===== src/pjp_pkg.sv =====
`timescale 1ns / 1ps
// ----------------------------------------------------------------------------
// pjp_pkg
// Types, widths and step functions shared by the Plackett joint probability
// core: the front stages, the queue and the root/division back end.
// ----------------------------------------------------------------------------
package pjp_pkg;

  localparam int PROB_W  = 17;
  localparam int FRAC_W  = 16;
  localparam int ODDS_W  = 32;
  localparam int AMAG_W  = 50;
  localparam int HALF_W  = 25;
  localparam int PQ_W    = 33;
  localparam int TD_W    = 64;
  localparam int PP_W    = 65;
  localparam int NUM_W   = 65;
  localparam int ROOT_W  = 51;
  localparam int DISC_W  = 2 * ROOT_W;
  localparam int REM_W   = ROOT_W + 2;
  localparam int DEN_W   = 52;
  localparam int QW      = 18;
  localparam int DREM_W  = DEN_W + 1;
  localparam int NHI_W   = NUM_W - QW;
  localparam int QDEPTH  = 4;
  localparam int QPTR_W  = 2;

  localparam logic [PROB_W-1:0] ONE_PROB       = 17'h10000;
  localparam logic [ODDS_W-1:0] ONE_ODDS       = 32'h0001_0000;
  localparam logic [AMAG_W-1:0] ONE_SQ         = 50'h1_0000_0000;
  localparam logic [DISC_W-1:0] DISC_ZERO_BAND = 102'd184467;

  localparam logic REG_MARGIN_TOL = 1'b0;
  localparam logic REG_ODDS_TOL   = 1'b1;

  typedef enum logic [1:0] {
    MODE_INDEP,
    MODE_UPPER,
    MODE_LOWER,
    MODE_ROOT
  } mode_t;

  typedef struct packed {
    logic              use_root;
    logic              status;
    logic [PROB_W-1:0] fixed_joint;
    logic [PROB_W-1:0] lower;
    logic [PROB_W-1:0] upper;
  } side_t;

  typedef struct packed {
    side_t             side;
    logic              aneg;
    logic [AMAG_W-1:0] amag;
    logic [NUM_W-1:0]  num;
  } pl_t;

  typedef struct packed {
    pl_t               pl;
    logic [DISC_W-1:0] disc;
  } qent_t;

  typedef struct packed {
    logic [REM_W-1:0]  rem;
    logic [ROOT_W-1:0] root;
  } sq_t;

  typedef struct packed {
    logic [DREM_W-1:0] rem;
    logic [QW-1:0]     q;
  } dv_t;

  function automatic sq_t sqrt_step(input logic [REM_W-1:0] rem,
                                    input logic [ROOT_W-1:0] root,
                                    input logic [1:0] pair);
    logic [REM_W-1:0] r2;
    logic [REM_W-1:0] trial;
    sq_t              o;
    r2    = {rem[REM_W-3:0], pair};
    trial = {root, 2'b01};
    if (r2 >= trial) begin
      o.rem  = r2 - trial;
      o.root = {root[ROOT_W-2:0], 1'b1};
    end else begin
      o.rem  = r2;
      o.root = {root[ROOT_W-2:0], 1'b0};
    end
    return o;
  endfunction

  function automatic dv_t div_step(input logic [DREM_W-1:0] rem,
                                   input logic [QW-1:0] q,
                                   input logic nb,
                                   input logic [DEN_W-1:0] den);
    logic [DREM_W-1:0] r2;
    logic [DREM_W-1:0] dx;
    dv_t               o;
    r2 = {rem[DREM_W-2:0], nb};
    dx = {1'b0, den};
    if (r2 >= dx) begin
      o.rem = r2 - dx;
      o.q   = {q[QW-2:0], 1'b1};
    end else begin
      o.rem = r2;
      o.q   = {q[QW-2:0], 1'b0};
    end
    return o;
  endfunction

endpackage


===== src/pjp_fifo.sv =====
`timescale 1ns / 1ps
// ----------------------------------------------------------------------------
// pjp_fifo
// Four-entry queue that decouples the front end from the back end.
// ----------------------------------------------------------------------------
module pjp_fifo (
  input  logic           clk,
  input  logic           rst_n,
  input  logic           push,
  input  pjp_pkg::qent_t push_data,
  output logic           full,
  input  logic           pop,
  output pjp_pkg::qent_t pop_data,
  output logic           empty
);

  pjp_pkg::qent_t              mem_r [pjp_pkg::QDEPTH];
  logic [pjp_pkg::QPTR_W-1:0]  wr_ptr_r, rd_ptr_r;
  logic [pjp_pkg::QPTR_W:0]    count_r;

  assign full     = (count_r == (pjp_pkg::QPTR_W + 1)'(pjp_pkg::QDEPTH));
  assign empty    = (count_r == '0);
  assign pop_data = mem_r[rd_ptr_r];

  always_ff @(posedge clk) begin
    if (!rst_n) begin
      wr_ptr_r <= '0;
      rd_ptr_r <= '0;
      count_r  <= '0;
    end else begin
      if (push) begin
        wr_ptr_r <= wr_ptr_r + 1'b1;
      end
      if (pop) begin
        rd_ptr_r <= rd_ptr_r + 1'b1;
      end
      if (push && !pop) begin
        count_r <= count_r + 1'b1;
      end else if (pop && !push) begin
        count_r <= count_r - 1'b1;
      end
    end
  end

  always_ff @(posedge clk) begin
    if (push) begin
      mem_r[wr_ptr_r] <= push_data;
    end
  end

  a_no_overflow: assert property (@(posedge clk) disable iff (!rst_n) !(push && full))
    else $error("queue written while full");
  a_no_underflow: assert property (@(posedge clk) disable iff (!rst_n) !(pop && empty))
    else $error("queue read while empty");

endmodule


===== config.mk =====
export PLATFORM = sky130hd
export DESIGN_NAME = pjp_fifo
export DESIGN_NICKNAME = d
export VERILOG_FILES = /design/src/pjp_pkg.sv /design/src/pjp_fifo.sv
export SDC_FILE = /design/constraint.sdc
export NUM_CORES = 1
export LEC_CHECK = 0
export BUFFER_PORTS_ARGS = -buffer_cell sky130_fd_sc_hd__buf_4
export CORE_MARGIN = 2
export CORE_UTILIZATION = 61
export DETAILED_ROUTE_END_ITERATION = 8
export GPL_TIMING_DRIVEN = 1
export PLACE_DENSITY = 0.84
export REMOVE_ABC_BUFFERS = 1
export SLEW_MARGIN = 20
export SYNTH_ARGS = -nofsm -noshare
export SYNTH_HDL_FRONTEND = slang
export SYNTH_SLANG_ARGS = --single-unit

===== constraint.sdc =====
create_clock -name clk -period 18.95 [get_ports clk]
set_input_delay 1.895 -clock clk [delete_from_list [all_inputs] [get_ports clk]]
set_output_delay 1.895 -clock clk [all_outputs]
set_load 0.02 [all_outputs]

==> results by group <==
Setup path
  – Cell mode on critical path: buf_4
  – CP max FO: 71
  – R2R depth: 5
  – Flop2flop setup slack: 15260 ps
  – Slowest CP cell: buf_4
  – Data required time of the worst path: 17060 ps
  – Worst setup SP type: register
  – Worst path cell trace: buf_4 > buf_4 > mux4_2 > buf_4
  – Critical Setup Path Class: reg2out
  – CP peak stage delay: 910 ps
  – Worst Setup End Kind: output port
  – Worst Path Arrival: 3770 ps
  – Worst r2r src: wr_ptr_r[0]
  – Reg2reg end: mem_r[2][19]

STA
  – Worst Max-Slew Pin Slew: 1100 ps
  – Final setup violating endpoints: 0
  – Hold Slack: 558 ps
  – Final Hold Fails: 0
  – Final period utilization: 29.9%
  – Setup ws final: 13290 ps
  – Clock skew: 18.1 ps
  – Upper clock frequency limit: ~0.18 GHz
  – Slew margin rel.: 26.9%
  – Final Max Slew Viols: 0
  – Fin crit period: 5660 ps
  – Fin Setup TNS: 0 ps
  – Unrepaired setup endpoints after global routing: false

Layout
  – Multi-input gate area: 6360 um^2
  – Fillcell total: 3233
  – Most frequent cells in the layout: edfxtp_1 (1084), buf_4 (565), mux4_2 (271), clkbuf_16 (105), clkinv_1 (25)
  – Commonest non-fill, non-tap cell in the layout: edfxtp_1
  – Ratio of cells with drive above 1 in the final layout: 45.9%
  – Area Overhead vs Synth: 21.0%
  – Cell area after layout: 47800 um^2
  – Fin nets: 2353
  – Register Area: 32700 um^2

Logic synthesis
  – Synth Area per Inst: 27.1 um^2
  – Synthesized area: roughly 40000 um^2
  – Yosys warning count: 0
  – Sequential area share after synthesis: slightly above 80%
  – Synth Instances: 1458
  – #FFs+latches synth: between 1000 and 1500
  – Synth cell types: 20

GRT
  – Largest net degree at the start of global routing: 117
  – Final global-route overflow total: 0
  – Initial antenna violation count: 14
  – Number of global-route vias before repair: 19800
  – First-pass GRT wire length: 134000 um
  – Total GRT Usage: ~28%

Job
  – Max-Cap Viols: 0

Power
  – PwrDens: 115 nW/um^2
  – Leakage: 0.0160 uW
  – Final Total Pwr: ~5500 uW
  – VDD IR-drop max: 0.107 mV

Detailed routing
  – Detailed-route via count: 18700
  – WL/cell: a little over 30 um
  – DRC violations left: 0
  – First-pass detailed-route iteration total: 5
  – Routed Antenna Nets: 0
  – Initial drt markers: 2083
  – WL final: 92100 um
  – Number of vias per cell: ~6

Place
  – Setup WS pre-CTS: between 10000 and 15000 ps
  – GP Congestion: ~0.83
  – IO buf count: 547
  – HPWL Detailed: 52000 um
  – DP Area: about 44000 um^2

Clocking
  – Clock transition at path regs: approximately 60 ps
  – Hold Buf Count CTS: 0
  – Clock tree root driver cell: clkbuf_16
  – Post-CTS Setup Repair Bufs: 0
  – Clock latency on the worst-skew pair: 660 ps
  – Number of CTS-inserted buffers: 104
  – CTS H-tree depth: 3
  – Longest Clk Path Bufs: 3
  – Post-CTS sizing: 0
  – Clk sink count: 1093
  – TritonCTS clock tree: done

Floorplan
  – # rows: 93
  – Initial Util: 61.5%
  – Die Y: 259 um
  – Die X: 259 um
  – I/O pin cnt: 548
  – DIE AREA: between 60000 and 70000 um^2
  – Core area: 64200 um^2

Min path
  – Worst hold stages: 2
  – Min-delay src: count_r[2]
  – Hold endpoint: count_r[2]
  – Min-delay worst type: reg2reg

Status
  – Status: finished, final reports clean
-- worst max-delay path: cells and delay by family (launching register included) --
kind / cells / cell delay, ps
DFF: 1 / 680
buffers and inverters: 3 / 1860
muxes: 1 / 460
-- routing by layer --
metal / track usage (%) / part of all wire [%] / wire length (um) / vias up
met3: 7.22 / 9.3 / 8560 / 206
met2: 47.4 / 53 / 48700 / 1046
met5: 0 / 0.056 / 52 / -
met1: 34.7 / 34 / 31300 / 9825
li1: - / - / - / 7581
met4: 10.4 / 3.8 / 3470 / 8
-- cell families (layout without fill, tap and decap cells) --
group	after synthesis	after routing	share of synthesized area, %
AOI/OAI and AO/OA	2	2	0.0317
xor gates and xnor gates	5	5	0.111
adders and majority gates	6	6	0.209
buffers and inverters	64	763	1.10
DFF	1093	1093	82.8
muxes	273	273	15.5
other	0	12	0
and+or+nand+nor	15	15	0.231
-- registers in the layout, indices dropped and copies added (netlist names), named ones only --
register	cells
mem_r	1084
count_r	3
wr_ptr_r	2
rd_ptr_r	2
-- power by group --
part           internal, uW  switching (uW)
combinational           286             369
sequential             2780            40.9
clock                  1130             873
-- stage by stage --
stage	instances	util, %
4_1_cts	3011	74.3
2_1_floorplan	1398	-
5_1_grt	3020	74.4
6_report	3024	74.4
3_3_place_gp	2820	69.2
3_5_place_dp	2820	69.2
-- area by class of cell --
class,count,area share (%)
well taps,855,2.24
inverters,4,0.0314
repair buffers,568,9.01
clock buffers,127,5.67
multi-input cells,301,13.3
flip-flops and latches,1093,68.5
diodes,12,0.0628
clock inverters,64,1.21
-- how the worst max path moves through the flow --
stage | to | start
3_3_place_gp | pop_data[81] | register
3_5_place_dp | pop_data[204] | register
5_1_grt | pop_data[204] | register
4_1_cts | pop_data[257] | register
2_1_floorplan | pop_data[0] | register
6_report | pop_data[129] | register
-- Yosys cell counts --
| master | n | area [um^2] |
|---|---|---|
| edfxtp_1 | 1084 | 32600 |
| mux4_2 | 271 | 6100 |
| buf_2 | 30 | 150 |
| buf_6 | 21 | 236 |
| and2_1 | 9 | 56.3 |
| clkbuf_1 | 9 | 33.8 |
| dfxtp_1 | 9 | 180 |
| ha_1 | 5 | 62.6 |
| inv_1 | 4 | 15.0 |
| xor2_1 | 3 | 26.3 |
| mux2i_1 | 2 | 20.0 |
| nor2b_1 | 2 | 12.5 |
| xnor2_1 | 2 | 17.5 |
| a21boi_0 | 1 | 7.51 |
| fa_1 | 1 | 20.0 |
| nand2_1 | 1 | 3.75 |
| nor3_1 | 1 | 5.00 |
| nor3b_1 | 1 | 7.51 |
| o21ai_0 | 1 | 5.00 |
| or3_1 | 1 | 6.26 |
(Power assumes the default switching activity.)
